--- config.mk ---
export PLATFORM = sky130hd
export DESIGN_NAME = json_array_object_splitter_top
export DESIGN_NICKNAME = d
export VERILOG_FILES = /design/src/rtl/core/jaos_pkg.sv /design/src/rtl/core/jaos_stage.sv /design/src/rtl/core/jaos_parser.sv /design/src/rtl/core/json_array_object_splitter_top.sv
export SDC_FILE = /design/constraint.sdc
export NUM_CORES = 1
export LEC_CHECK = 0
export BUFFER_PORTS_ARGS = -buffer_cell sky130_fd_sc_hd__buf_2
export CORE_AREA = 5 5 127 129
export CTS_CLUSTER_SIZE = 10
export DETAILED_ROUTE_END_ITERATION = 16
export DIE_AREA = 0 0 132 134
export PLACE_DENSITY = 0.57
export SYNTH_ARGS = -nofsm -noshare
export SYNTH_HDL_FRONTEND = slang
export SYNTH_SLANG_ARGS = --single-unit
--- constraint.sdc ---
create_clock -name clock -period 3.8 [get_ports clock]
set_input_delay 0.38 -clock clock [delete_from_list [all_inputs] [get_ports clock]]
set_output_delay 0.38 -clock clock [all_outputs]
set_load 0.1 [all_outputs]
--- src/rtl/core/jaos_pkg.sv ---
`timescale 1ns / 1ps

package jaos_pkg;

   localparam int MAX_DEPTH_DEF  = 255;
   localparam int COUNT_BITS_DEF = 16;

   localparam logic [7:0] CH_LBRACKET = 8'h5B;  // [
   localparam logic [7:0] CH_RBRACKET = 8'h5D;  // ]
   localparam logic [7:0] CH_LBRACE   = 8'h7B;  // {
   localparam logic [7:0] CH_RBRACE   = 8'h7D;  // }
   localparam logic [7:0] CH_COMMA    = 8'h2C;  // ,

   typedef enum logic [5:0] {
      PH_OPEN   = 6'b000001,
      PH_FIRST  = 6'b000010,
      PH_OBJECT = 6'b000100,
      PH_SEP    = 6'b001000,
      PH_NEXT   = 6'b010000,
      PH_DONE   = 6'b100000
   } phase_type;

   typedef enum logic [2:0] {
      E_NONE       = 3'd0,
      E_NO_BRACKET = 3'd1,
      E_NO_BRACE   = 3'd2,
      E_EARLY_END  = 3'd3,
      E_TRAILING   = 3'd4,
      E_SEPARATOR  = 3'd5,
      E_TOO_DEEP   = 3'd6
   } err_type;

   typedef struct packed {
      logic [7:0] data_byte;
      logic       end_of_text;
      logic       restart;
   } req_item_type;

   typedef struct packed {
      logic [7:0]  out_byte;
      logic        out_valid;
      logic        object_last;
      logic        array_done;
      logic        more_follow;
      logic [15:0] object_count;
      err_type     error_code;
   } rsp_item_type;

   function automatic logic is_space(input logic [7:0] b);
      return (b == 8'h09) || (b == 8'h0A) || (b == 8'h0D) || (b == 8'h20);
   endfunction

endpackage

--- src/rtl/core/jaos_stage.sv ---
`timescale 1ns / 1ps

// One register stage with valid/stall flow control.
module jaos_stage #(
   parameter int W = 8
) (
   input  logic         clock,
   input  logic         reset,
   input  logic         in_valid,
   output logic         in_stall,
   input  logic [W-1:0] in_data,
   output logic         out_valid,
   input  logic         out_stall,
   output logic [W-1:0] out_data
);

   logic         valid_ff, valid_in;
   logic [W-1:0] data_ff, data_in;

   assign in_stall  = valid_ff && out_stall;
   assign out_valid = valid_ff;
   assign out_data  = data_ff;

   always_comb begin
      valid_in = valid_ff;
      data_in  = data_ff;
      if (!in_stall) begin
         valid_in = in_valid;
         if (in_valid) begin
            data_in = in_data;
         end
      end
   end

   always_ff @(posedge clock) begin
      if (reset) begin
         valid_ff <= 1'b0;
      end else begin
         valid_ff <= valid_in;
      end
   end

   always_ff @(posedge clock) begin
      data_ff <= data_in;
   end

endmodule

--- src/rtl/core/jaos_parser.sv ---
`timescale 1ns / 1ps

// Parse state and the one-step update for a single beat.
module jaos_parser #(
   parameter int MAX_DEPTH  = jaos_pkg::MAX_DEPTH_DEF,
   parameter int COUNT_BITS = jaos_pkg::COUNT_BITS_DEF
) (
   input  logic                   clock,
   input  logic                   reset,
   input  logic                   advance,
   input  jaos_pkg::req_item_type item,
   output jaos_pkg::rsp_item_type result
);

   localparam int DEPTH_BITS = $clog2(MAX_DEPTH + 1);
   localparam logic [DEPTH_BITS-1:0] DEPTH_TOP = DEPTH_BITS'(MAX_DEPTH);
   localparam logic [COUNT_BITS-1:0] COUNT_TOP = {COUNT_BITS{1'b1}};

   jaos_pkg::phase_type    phase_ff, phase_in;
   jaos_pkg::err_type      err_ff, err_in;
   logic [DEPTH_BITS-1:0]  depth_ff, depth_in;
   logic [COUNT_BITS-1:0]  count_ff, count_in;
   logic                   byte_out, last_out;
   logic [7:0]             b;

   assign b = item.data_byte;

   always_comb begin
      phase_in = phase_ff;
      err_in   = err_ff;
      depth_in = depth_ff;
      count_in = count_ff;
      byte_out = 1'b0;
      last_out = 1'b0;
      if (item.restart) begin
         phase_in = jaos_pkg::PH_OPEN;
         err_in   = jaos_pkg::E_NONE;
         depth_in = '0;
         count_in = '0;
      end else if (err_ff == jaos_pkg::E_NONE) begin
         if (item.end_of_text) begin
            unique case (phase_ff)
               jaos_pkg::PH_OPEN:   err_in = jaos_pkg::E_NO_BRACKET;
               jaos_pkg::PH_FIRST,
               jaos_pkg::PH_NEXT:   err_in = jaos_pkg::E_NO_BRACE;
               jaos_pkg::PH_OBJECT,
               jaos_pkg::PH_SEP:    err_in = jaos_pkg::E_EARLY_END;
               jaos_pkg::PH_DONE:   err_in = jaos_pkg::E_NONE;
               default:             err_in = err_ff;
            endcase
         end else if (phase_ff == jaos_pkg::PH_OBJECT) begin
            if (b == jaos_pkg::CH_LBRACE) begin
               if (depth_ff == DEPTH_TOP) begin
                  err_in = jaos_pkg::E_TOO_DEEP;
               end else begin
                  depth_in = depth_ff + 1'b1;
                  byte_out = 1'b1;
               end
            end else begin
               byte_out = 1'b1;
               if (b == jaos_pkg::CH_RBRACE) begin
                  depth_in = depth_ff - 1'b1;
                  if (depth_ff == DEPTH_BITS'(1)) begin
                     last_out = 1'b1;
                     phase_in = jaos_pkg::PH_SEP;
                     if (count_ff != COUNT_TOP) begin
                        count_in = count_ff + 1'b1;
                     end
                  end
               end
            end
         end else if (!jaos_pkg::is_space(b)) begin
            unique case (phase_ff)
               jaos_pkg::PH_OPEN: begin
                  if (b == jaos_pkg::CH_LBRACKET) phase_in = jaos_pkg::PH_FIRST;
                  else err_in = jaos_pkg::E_NO_BRACKET;
               end
               jaos_pkg::PH_FIRST,
               jaos_pkg::PH_NEXT: begin
                  priority if (b == jaos_pkg::CH_LBRACE) begin
                     phase_in = jaos_pkg::PH_OBJECT;
                     depth_in = DEPTH_BITS'(1);
                     byte_out = 1'b1;
                  end else if (b == jaos_pkg::CH_RBRACKET
                               && phase_ff == jaos_pkg::PH_FIRST) begin
                     phase_in = jaos_pkg::PH_DONE;
                  end else begin
                     err_in = jaos_pkg::E_NO_BRACE;
                  end
               end
               jaos_pkg::PH_SEP: begin
                  priority if (b == jaos_pkg::CH_COMMA) phase_in = jaos_pkg::PH_NEXT;
                  else if (b == jaos_pkg::CH_RBRACKET) phase_in = jaos_pkg::PH_DONE;
                  else err_in = jaos_pkg::E_SEPARATOR;
               end
               jaos_pkg::PH_DONE:   err_in = jaos_pkg::E_TRAILING;
               // object phase handled above
               default:             err_in = err_ff;
            endcase
         end
      end
   end

   always_comb begin
      result.out_byte     = byte_out ? b : 8'h00;
      result.out_valid    = byte_out;
      result.object_last  = last_out;
      result.array_done   = (phase_in == jaos_pkg::PH_DONE);
      result.more_follow  = (err_in == jaos_pkg::E_NONE) && (phase_in == jaos_pkg::PH_NEXT);
      result.object_count = 16'(count_in);
      result.error_code   = err_in;
   end

   always_ff @(posedge clock) begin
      if (reset) begin
         phase_ff <= jaos_pkg::PH_OPEN;
         err_ff   <= jaos_pkg::E_NONE;
         depth_ff <= '0;
         count_ff <= '0;
      end else if (advance) begin
         phase_ff <= phase_in;
         err_ff   <= err_in;
         depth_ff <= depth_in;
         count_ff <= count_in;
      end
   end

endmodule

--- src/rtl/core/json_array_object_splitter_top.sv ---
`timescale 1ns / 1ps

// Splits a JSON text holding one top-level array of objects into the bytes of
// each object, one text byte per beat in, one result beat out per byte. Bytes
// of an object come out unchanged with out_valid set, its closing brace also
// flagged by object_last; everything outside objects (brackets, commas,
// whitespace) gives a beat with out_valid clear. Status (array_done,
// more_follow, object_count, error_code) rides on every result beat. The first
// error is held until a beat with restart set. A new byte is taken every
// cycle while req_stall is low; each byte passes through the input register,
// then the parse step, whose state update happens in the same cycle as the
// beat moves into the result register.
// req_stall only rises when both registers hold a beat and rsp_stall is high.
module json_array_object_splitter_top #(
   parameter int MAX_DEPTH  = jaos_pkg::MAX_DEPTH_DEF,   // brace nesting bound
   parameter int COUNT_BITS = jaos_pkg::COUNT_BITS_DEF   // object counter width
) (
   input  logic        clock,
   input  logic        reset,
   // byte stream in
   input  logic        req_valid,
   output logic        req_stall,
   input  logic [7:0]  req_data_byte,
   input  logic        req_end_of_text,
   input  logic        req_restart,
   // result beats out
   output logic        rsp_valid,
   input  logic        rsp_stall,
   output logic [7:0]  rsp_out_byte,
   output logic        rsp_out_valid,
   output logic        rsp_object_last,
   output logic        rsp_array_done,
   output logic        rsp_more_follow,
   output logic [15:0] rsp_object_count,
   output logic [2:0]  rsp_error_code
);

   localparam int REQ_W = $bits(jaos_pkg::req_item_type);
   localparam int RSP_W = $bits(jaos_pkg::rsp_item_type);

   jaos_pkg::req_item_type req_item, held_item;
   jaos_pkg::rsp_item_type step_result, rsp_item;
   logic                   held_valid;
   logic                   out_stage_stall;
   logic                   step_advance;

   // pack the incoming beat
   always_comb begin
      req_item.data_byte   = req_data_byte;
      req_item.end_of_text = req_end_of_text;
      req_item.restart     = req_restart;
   end

   // input register
   jaos_stage #(
      .W(REQ_W)
   ) u_in_stage (
      .clock     (clock),
      .reset     (reset),
      .in_valid  (req_valid),
      .in_stall  (req_stall),
      .in_data   (req_item),
      .out_valid (held_valid),
      .out_stall (out_stage_stall),
      .out_data  (held_item)
   );

   // parse state moves only when the held beat is handed on
   assign step_advance = held_valid && !out_stage_stall;

   jaos_parser #(
      .MAX_DEPTH  (MAX_DEPTH),
      .COUNT_BITS (COUNT_BITS)
   ) u_parser (
      .clock   (clock),
      .reset   (reset),
      .advance (step_advance),
      .item    (held_item),
      .result  (step_result)
   );

   // result register
   jaos_stage #(
      .W(RSP_W)
   ) u_out_stage (
      .clock     (clock),
      .reset     (reset),
      .in_valid  (held_valid),
      .in_stall  (out_stage_stall),
      .in_data   (step_result),
      .out_valid (rsp_valid),
      .out_stall (rsp_stall),
      .out_data  (rsp_item)
   );

   // unpack the result beat
   assign rsp_out_byte     = rsp_item.out_byte;
   assign rsp_out_valid    = rsp_item.out_valid;
   assign rsp_object_last  = rsp_item.object_last;
   assign rsp_array_done   = rsp_item.array_done;
   assign rsp_more_follow  = rsp_item.more_follow;
   assign rsp_object_count = rsp_item.object_count;
   assign rsp_error_code   = rsp_item.error_code;

endmodule

== After elaboration in Yosys (flattened, before gate mapping) ==
Cells that the tools add are included.

* Flip-flop bits (word level): 76
* Bits of input ports: 14
* Output and inout bits: 33
* Logic and storage cells: 118

* Add/subtract/negate cells: 3
* Equality and inequality tests: 23
* Muxes and demuxes: 56
* Bitwise operators: 5
* Reductions and logical operators: 21

{| class="wikitable"
|+ Operators with widths
! kind !! count
|-
| 16-bit two-way mux || 8
|-
| 8-bit two-way mux || 10
|-
| 6-bit two-way mux || 13
|-
| 3-bit two-way mux || 12
|-
| 8-bit by 7-bit equality test with 1-bit output, second input constant || 4
|-
| 8-bit by 4-bit equality test with 1-bit output, second input constant || 3
|-
| 3-bit one-hot mux with 4 select lines || 2
|-
| 6-bit one-hot mux with 3 select lines || 1
|-
| 16-bit by 1-bit adder with 16-bit output, second input constant || 1
|-
| 8-bit by 6-bit equality test with 1-bit output, second input constant || 2
|-
| 16-bit inequality test, second input constant || 1
|-
| 6-bit by 5-bit equality test with 1-bit output, second input constant || 2
|-
| 6-bit equality test, second input constant || 2
|-
| 1-bit two-way mux || 10
|-
| 3-bit nonzero test || 3
|-
| 8-bit by 1-bit adder with 8-bit output, second input constant || 1
|-
| 8-bit by 1-bit equality test with 1-bit output, second input constant || 1
|-
| 8-bit equality test, second input constant || 1
|-
| 8-bit AND reduction || 1
|-
| 8-bit by 1-bit subtractor with 8-bit output, second input constant || 1
|-
| 6-bit by 1-bit equality test with 1-bit output, second input constant || 1
|-
| 6-bit by 2-bit equality test with 1-bit output, second input constant || 1
|-
| 6-bit by 3-bit equality test with 1-bit output, second input constant || 1
|-
| 6-bit by 4-bit equality test with 1-bit output, second input constant || 1
|-
| 12 further kinds || 25
|}

== Logic depth before layout (Yosys ltp) ==
Gate-level depths: netlist of run 1.

* Depth in word-level cells: 12
* Mapped depth: 9
* Gate-level depth less buffers: 9

== By module ==
From an unflattened synthesis of run 1, not the netlist that was laid out.

* Cells, all modules: 443
* Area, all modules: 4137.7 µm²

{| class="wikitable"
|+ By module, submodules not included
! module !! times used !! cells each !! area each (µm²) !! sequential area each (µm²)
|-
| jaos_parser || 1 || 391 || 2800.2 || 660.6
|-
| jaos_stage (u_out_stage) || 1 || 36 || 977.2 || 950.9
|-
| jaos_stage (u_in_stage) || 1 || 15 || 346.6 || 320.3
|-
| json_array_object_splitter_top || 1 || 1 || 13.8 || 0.0
|}

== Worst setup path after synthesis of run 1 ==
No wires, ideal clock.

* Path type: register to register
* Start point: register u_out_stage.valid_ff, in the netlist u_out_stage.out_valid
* End point: register u_in_stage.data_ff[0], in the netlist u_in_stage.out_data[0] (enable)
* Setup time: 0.348 ns
* Arrival: 2.280 ns
* Required time: 3.452 ns
* Setup slack: 1.172 ns
* Cell stages (with the launch flop): 3
* Path buffers: 0
* Period minus slack after synthesis: 2.628 ns
* Cell sequence: dfxtp_1 -> and3_1 -> nor2b_1

* Longest elaborated chain between the ends: 4

{| class="wikitable"
|+ Ends and longest elaborated chain
! what !! line !! source
|-
| start, declared || jaos_stage.sv:17 || <nowiki>logic valid_ff, valid_in;</nowiki>
|-
| start signal, assigned || jaos_stage.sv:39 || <nowiki>valid_ff <= valid_in;</nowiki>
|-
| 1-bit logical AND (2 in a row) || jaos_stage.sv:20 || <nowiki>assign in_stall = valid_ff && out_stall;</nowiki>
|-
| via req_stall || json_array_object_splitter_top.sv:22 || <nowiki>output logic req_stall,</nowiki>
|-
| 1-bit NOT (no source line) || n/a ||
|-
| 2-bit AND reduction (no source line) || n/a ||
|-
| end signal, assigned || jaos_stage.sv:44 || <nowiki>data_ff <= data_in;</nowiki>
|-
| end, declared || jaos_stage.sv:18 || <nowiki>logic [W-1:0] data_ff, data_in;</nowiki>
|}

The timed path passes the listed nets, and every way through them passes these cells.
A chain may end at the register's enable or synchronous reset.

== Final worst setup path of run 1 ==
* Start point: register u_in_stage.data_ff[1], in the netlist u_in_stage.out_data[1]
* End point: register u_parser.count_ff[5]

* Longest elaborated chain between the ends: 3

{| class="wikitable"
|+ Ends and longest elaborated chain
! what !! line !! source
|-
| 16-bit two-way mux || jaos_parser.sv:41 || <nowiki>if (item.end_of_text) begin</nowiki>
|-
| 16-bit two-way mux || jaos_parser.sv:40 || <nowiki>end else if (err_ff == jaos_pkg::E_NONE) begin</nowiki>
|-
| 16-bit two-way mux || jaos_parser.sv:35 || <nowiki>if (item.restart) begin</nowiki>
|-
| end signal, assigned || jaos_parser.sv:124 || <nowiki>count_ff <= count_in;</nowiki>
|-
| end, declared || jaos_parser.sv:22 || <nowiki>logic [COUNT_BITS-1:0] count_ff, count_in;</nowiki>
|}

Every way passes these cells.

==> reports/results.ini, run 1 <==
[place]
dpl.hpwl_um=7250
place.gp.congestion=0.928
dpl.cell_count=662
pre_cts_ws_ps=959
portBuffers=46
dpl_cell_area_um2=4590

[power_and_ir_drop]
ir_drop_mv=0.205
power_per_cell_area_nw_per_um2=387
p_leak_nw=1.67
p_total_mw=1.88

[synthesis]
synth_most_common_cell=nor2_1
synthTopCellsByArea=edfxtp_1 (29%), dfxtp_1 (17%), nor2_1 (4.8%)
ys_warn_count=0
synth_edf_count=41
synth_cells=449
synthArstFlopShare_pct=0
syn-num-nets=467
netlist_area_um2=4200
ys_ff_latch=76
synth_top_area_share_pct=29.3
synth_cell_types=67
ys_top_cells_by_count=nor2_1 (54), nand2_1 (44), edfxtp_1 (41), dfxtp_1 (35), a21oi_1 (27)
synth_top_area_cell=edfxtp_1
syn-mean-instance-area_um2=9.36
yosys_most_used_dff=edfxtp_1
yosysSeqAreaShare_pct=46.0

[clocking]
ctsLongestPathBuffers=2
cts.sinks=76
post_cts_buffers=0
cts_max_level=3
cts_resized=0
ctsHoldBuffers=0
cts-buffers-inserted=9
path_clk_slew_ps=60
worstSkewPairLatency_ps=330
cts_tree=built
root_buffer=clkbuf_16

[floorplanning]
dieArea_um2=17700
rows=45
die_w_um=132
coreArea_um2=14900
die-height_um=134
initial_core_util_pct=28.2
ioPinCount=47

[final_layout]
layout-drive-gt1-share_pct=17.6
fill_cells=1491
fin_cells=678
fin_area_um2=4860
area_growth_pct=15.6
fin_util_pct=32.6
diodes=0
final_nets=503

[timing]
fmax_ghz=0.352
maxSlewHeadroom_pct=39.2
hold_viol_final=0
setup_ws_ps=963
tightest_slew_ps=910
fin_tns_setup_ps=0
skew_ps=7.06
fin_hold_ws_ps=221
period_share_pct=74.7
fin_crit_ps=2840
slew_viol_final=0
rsz0062_at_grt=false
setup_viol=0

[grt]
grt_pass1_wl_um=16800
grt.total_usage_pct=11.6
antenna_found_initial=0
grt_start_max_net_pins=47
grt_pass1_vias=3399
grt-ovfl-total=0

[worst_setup_path]
cp-end-kind=register
arrival_ps=3100
worstSetupStartpointType=register
cp_data_required_time_ps=4060
crit_fanout=11
criticalPathCategory=register to register

[run_status]
status=completed

[routing]
route.detailed.drc=0
vias=3556
wire_per_inst_um=15.2
routed_via_density=5.24
drt_wl_total_um=10300
ant_nets=0
first_iter_violations=253
drtPass1Iterations=4

[worst_hold_path]
holdCritPathClass=input pin to register

[flow_run]
cap_violations=0

==> power by group <==
part	internal (mW)	total, mW	switching (mW)
Clock	0.454	0.770	0.316
Sequential	0.889	0.907	0.0178
Combinational	0.0338	0.204	0.170
==> flip-flops by register name, summed over array words and instances, names as in the netlist <==
name,count
u_parser.count_ff,16
u_parser.depth_ff,8
u_parser.err_ff,3
u_out_stage.out_data,31
u_out_stage.out_valid,1
u_parser.phase_ff,6
u_in_stage.out_data,10
u_in_stage.out_valid,1
==> cell usage in the layout, fill, tap and decap left out, types with 8 or more instances in the layout <==
cell,n
a21oi_1,27
a31oi_1,16
and2_1,10
buf_2,46
clkbuf_16,9
dfxtp_1,35
edfxtp_1,41
inv_1,9
nand2_1,44
nand3_1,17
nand4_1,8
nor2_1,54
nor3_1,8
nor4_1,11
o21ai_0,12
xnor2_1,8
==> cells by family after synthesis <==
family | share of synthesized area [%]
compound gates | 15.4
xor+xnor | 2.92
fa+ha+maj | 1.19
buf+inv | 3.57
flops | 46.0
mux | 0.476
simple gates | 30.5
==> cell type report <==
| class | instances | area [um2] | share of cell area (%) |
|---|---|---|---|
| multi-input cells | 338 | 2120 | 43.6 |
| inverters | 9 | 33.8 | 0.695 |
| flip-flops and latches | 76 | 1930 | 39.8 |
| clock inverters | 5 | 27.5 | 0.567 |
| clock buffers | 11 | 243 | 5.00 |
| repair buffers | 51 | 268 | 5.51 |
| well taps | 188 | 235 | 4.84 |
==> routing by layer <==
layer / GRT usage [%] / part of all wire [%] / vias up / wire length, um
li1: - / - / 1754 / -
met4: 5.03 / 2.1 / 0 / 221
met3: 2.25 / 4.6 / 15 / 469
met1: 14.8 / 45 / 1691 / 4650
met5: 0 / 0 / - / 0
met2: 19.1 / 48 / 96 / 4940
==> worst paths after layout <==
path,start,to,slack (ps),cells past startpoint
setup / recovery,u_in_stage.out_data[1],u_parser.count_ff[5],960,6
hold reg to reg,u_in_stage.out_valid,u_out_stage.out_valid,500,2
setup reg to reg,u_in_stage.out_data[1],u_parser.count_ff[5],960,6
hold / removal,req_data_byte[6],u_in_stage.out_data[8],220,1
==> worst max-delay path: stages (launching register included) <==
cell	delay, ps
edfxtp_1	490
nor4_2	440
nand4_1	620
nor3_4	500
nand4_1	200
or3_1	380
a31oi_1	150
Note: power is estimated with default switching activity, not from simulation.
==> run 2: changes to the inputs <==
==> constraint.sdc (replaced) <==
create_clock -name clock -period 2.95 [get_ports clock]
set_input_delay 0.295 -clock clock [delete_from_list [all_inputs] [get_ports clock]]
set_output_delay 0.295 -clock clock [all_outputs]
set_load 0.1 [all_outputs]
==> reports/results.ini, run 2 (synthesized netlist as in run 1, its figures left out) <==
[floorplanning]
die-height_um=134  ; unchanged
dieArea_um2=17700  ; unchanged
ioPinCount=47  ; unchanged
coreArea_um2=14900  ; unchanged
rows=45  ; unchanged
die_w_um=132  ; unchanged
initial_core_util_pct=28.2  ; unchanged

[power_and_ir_drop]
p_leak_nw=1.71  ; +1.9%
power.share.switching_pct=27.1  ; +0.25 points
ir_drop_mv=0.234  ; +14%
p_total_mw=2.52  ; +34%
power.internal_mw=1.84  ; +34%
power_per_cell_area_nw_per_um2=514  ; +33%
power.combinational.fraction_pct=10.5  ; -0.3 points
netSwitchingPower_mw=0.683  ; +35%
pwr-share-seq_pct=46.4  ; -1.8 points
p_clk_share_pct=43.2  ; +2.2 points

[timing]
fin_crit_ps=2600  ; -241 ps
setup_viol=0  ; unchanged
maxSlewHeadroom_pct=42.5  ; +3.3 points
fmax_ghz=0.385  ; +9.3%
rsz0062_at_grt=false
tightest_slew_ps=860  ; -49.9 ps
skew_ps=9.50  ; +2.44 ps
period_share_pct=88.0  ; +13 points
fin_tns_setup_ps=0  ; unchanged
slew_viol_final=0  ; unchanged
hold_viol_final=0  ; unchanged
setup_ws_ps=354  ; -609 ps

[routing]
ant_nets=0  ; unchanged
wire_per_inst_um=15.5  ; +1.9%
routed_via_density=5.27  ; +0.42%
wl_met1_um=4850  ; +4.2%
vias=3592  ; +1.0%
first_iter_violations=387  ; +53%
drt_wl_total_um=10500  ; +2.5%
route.detailed.drc=0  ; unchanged
dr_wl_met2_um=5010  ; +1.3%
highest_layer=met4
drtPass1Iterations=5  ; +1
met3WireLength_um=445  ; -5.1%

[worst_setup_path]
max_stage_delay_ps=470  ; -150 ps
crit_chain=nand4b_1, nor2_2, nor2b_1, o21ai_1, a31oi_1, or3_4, nor4b_2
arrival_ps=2760  ; -340 ps
rrSetupSlack_ps=350  ; -610 ps
cp-end-kind=register
cp_slowest_cell=edfxtp_1
cp_data_required_time_ps=3110  ; -950 ps
criticalPathCategory=register to register
crit_fanout=10  ; -1
worstSetupStartpointType=register

[place]
place.gp.congestion=0.884  ; -4.8%
dpl.cell_count=666  ; +0.60%
portBuffers=46  ; unchanged
dpl.hpwl_um=7490  ; +3.4%
pre_cts_ws_ps=392  ; -567 ps

[final_layout]
final_nets=507  ; +0.80%
layout-drive-gt1-share_pct=18.6  ; +1.1 points
area_growth_pct=16.9
diodes=0  ; unchanged
fin_cells=682  ; +0.59%
largest_reg_flops=31  ; unchanged
final_common_cell=nor2_1
final_cell_mix=nor2_1 (54), buf_2 (46), nand2_1 (44)
fill_cells=1501  ; +0.67%
fin_util_pct=32.9  ; +0.35 points

[worst_hold_path]
holdCritPathClass=input pin to register

[clocking]
cts.sinks=76  ; unchanged
cts_resized=0  ; unchanged
cts-buffers-inserted=9  ; unchanged
cts_max_level=3  ; unchanged
ctsHoldBuffers=0  ; unchanged
worstSkewPairLatency_ps=340  ; about the same
path_clk_slew_ps=60  ; about the same
root_buffer=clkbuf_16
cts_tree=built
ctsLongestPathBuffers=2  ; unchanged
post_cts_buffers=0  ; unchanged

[grt]
grt_pass1_vias=3454  ; +1.6%
antenna_found_initial=0  ; unchanged
grt_start_max_net_pins=47  ; unchanged
grt-ovfl-total=0  ; unchanged
grt_pass1_wl_um=17500  ; +3.6%
grt.total_usage_pct=11.9  ; +0.35 points

[flow_run]
cap_violations=0  ; unchanged

[run_status]
status=completed

[run 2: changes by cell type in the layout (fill, tap and decap cells not counted), sizes merged]
cell / delta
buf: +4
clkbuf: -2
clkinv: +1
bufinv: +1
[run 2: path summary, 6_finish.rpt]
path | start | cells after the start | end
min | req_data_byte[3] | 1 | u_in_stage.out_data[5]
max | u_in_stage.out_data[4] | 7 | u_out_stage.out_data[19]
min reg2reg | u_in_stage.out_valid | 2 | u_out_stage.out_valid
max reg2reg | u_in_stage.out_data[4] | 7 | u_out_stage.out_data[19]
[run 2: through the flow]
stage / instance area, um2 / hold slack [ps]
floorplan: 4200 / 394
global placement: 4620 / 464
detailed placement: 4620 / 474
CTS: 4910 / 130
global route: 4910 / 130
finish: 4910 / 139
[run 2: final cells by class]
cell class | count | area [um2] | area share [%]
Sequential cell | 76 | 1930 | 39.3
Inverter | 9 | 33.8 | 0.688
Clock buffer | 9 | 225 | 4.59
Clock inverter | 7 | 67.6 | 1.38
Tap cell | 188 | 235 | 4.79
Timing Repair Buffer | 55 | 298 | 6.06
Multi-Input combinational cell | 338 | 2120 | 43.2
[run 2: power groups by stage]
stage / registers (mW) / logic, mW / clock network, mW
floorplan: 1.32 / 0.0728 / 0
global placement: 1.19 / 0.264 / 0
detailed placement: 1.19 / 0.266 / 0
CTS: 1.17 / 0.266 / 1.11
global route: 1.17 / 0.278 / 1.15
finish: 1.17 / 0.264 / 1.09
[run 2: per-layer routing]
metal	GRT usage, %	up-vias
li1	-	1760
met1	15.4	1719
met2	19.6	90
met3	2.29	23
met4	5.14	0
met5	0	-
[run 2: critical path, delay by kind of cell (launching register included)]
kind | cells | cell delay [ps]
DFF | 1 | 470
and+or+nand+nor | 5 | 1670
AOI/OAI and AO/OA | 2 | 300
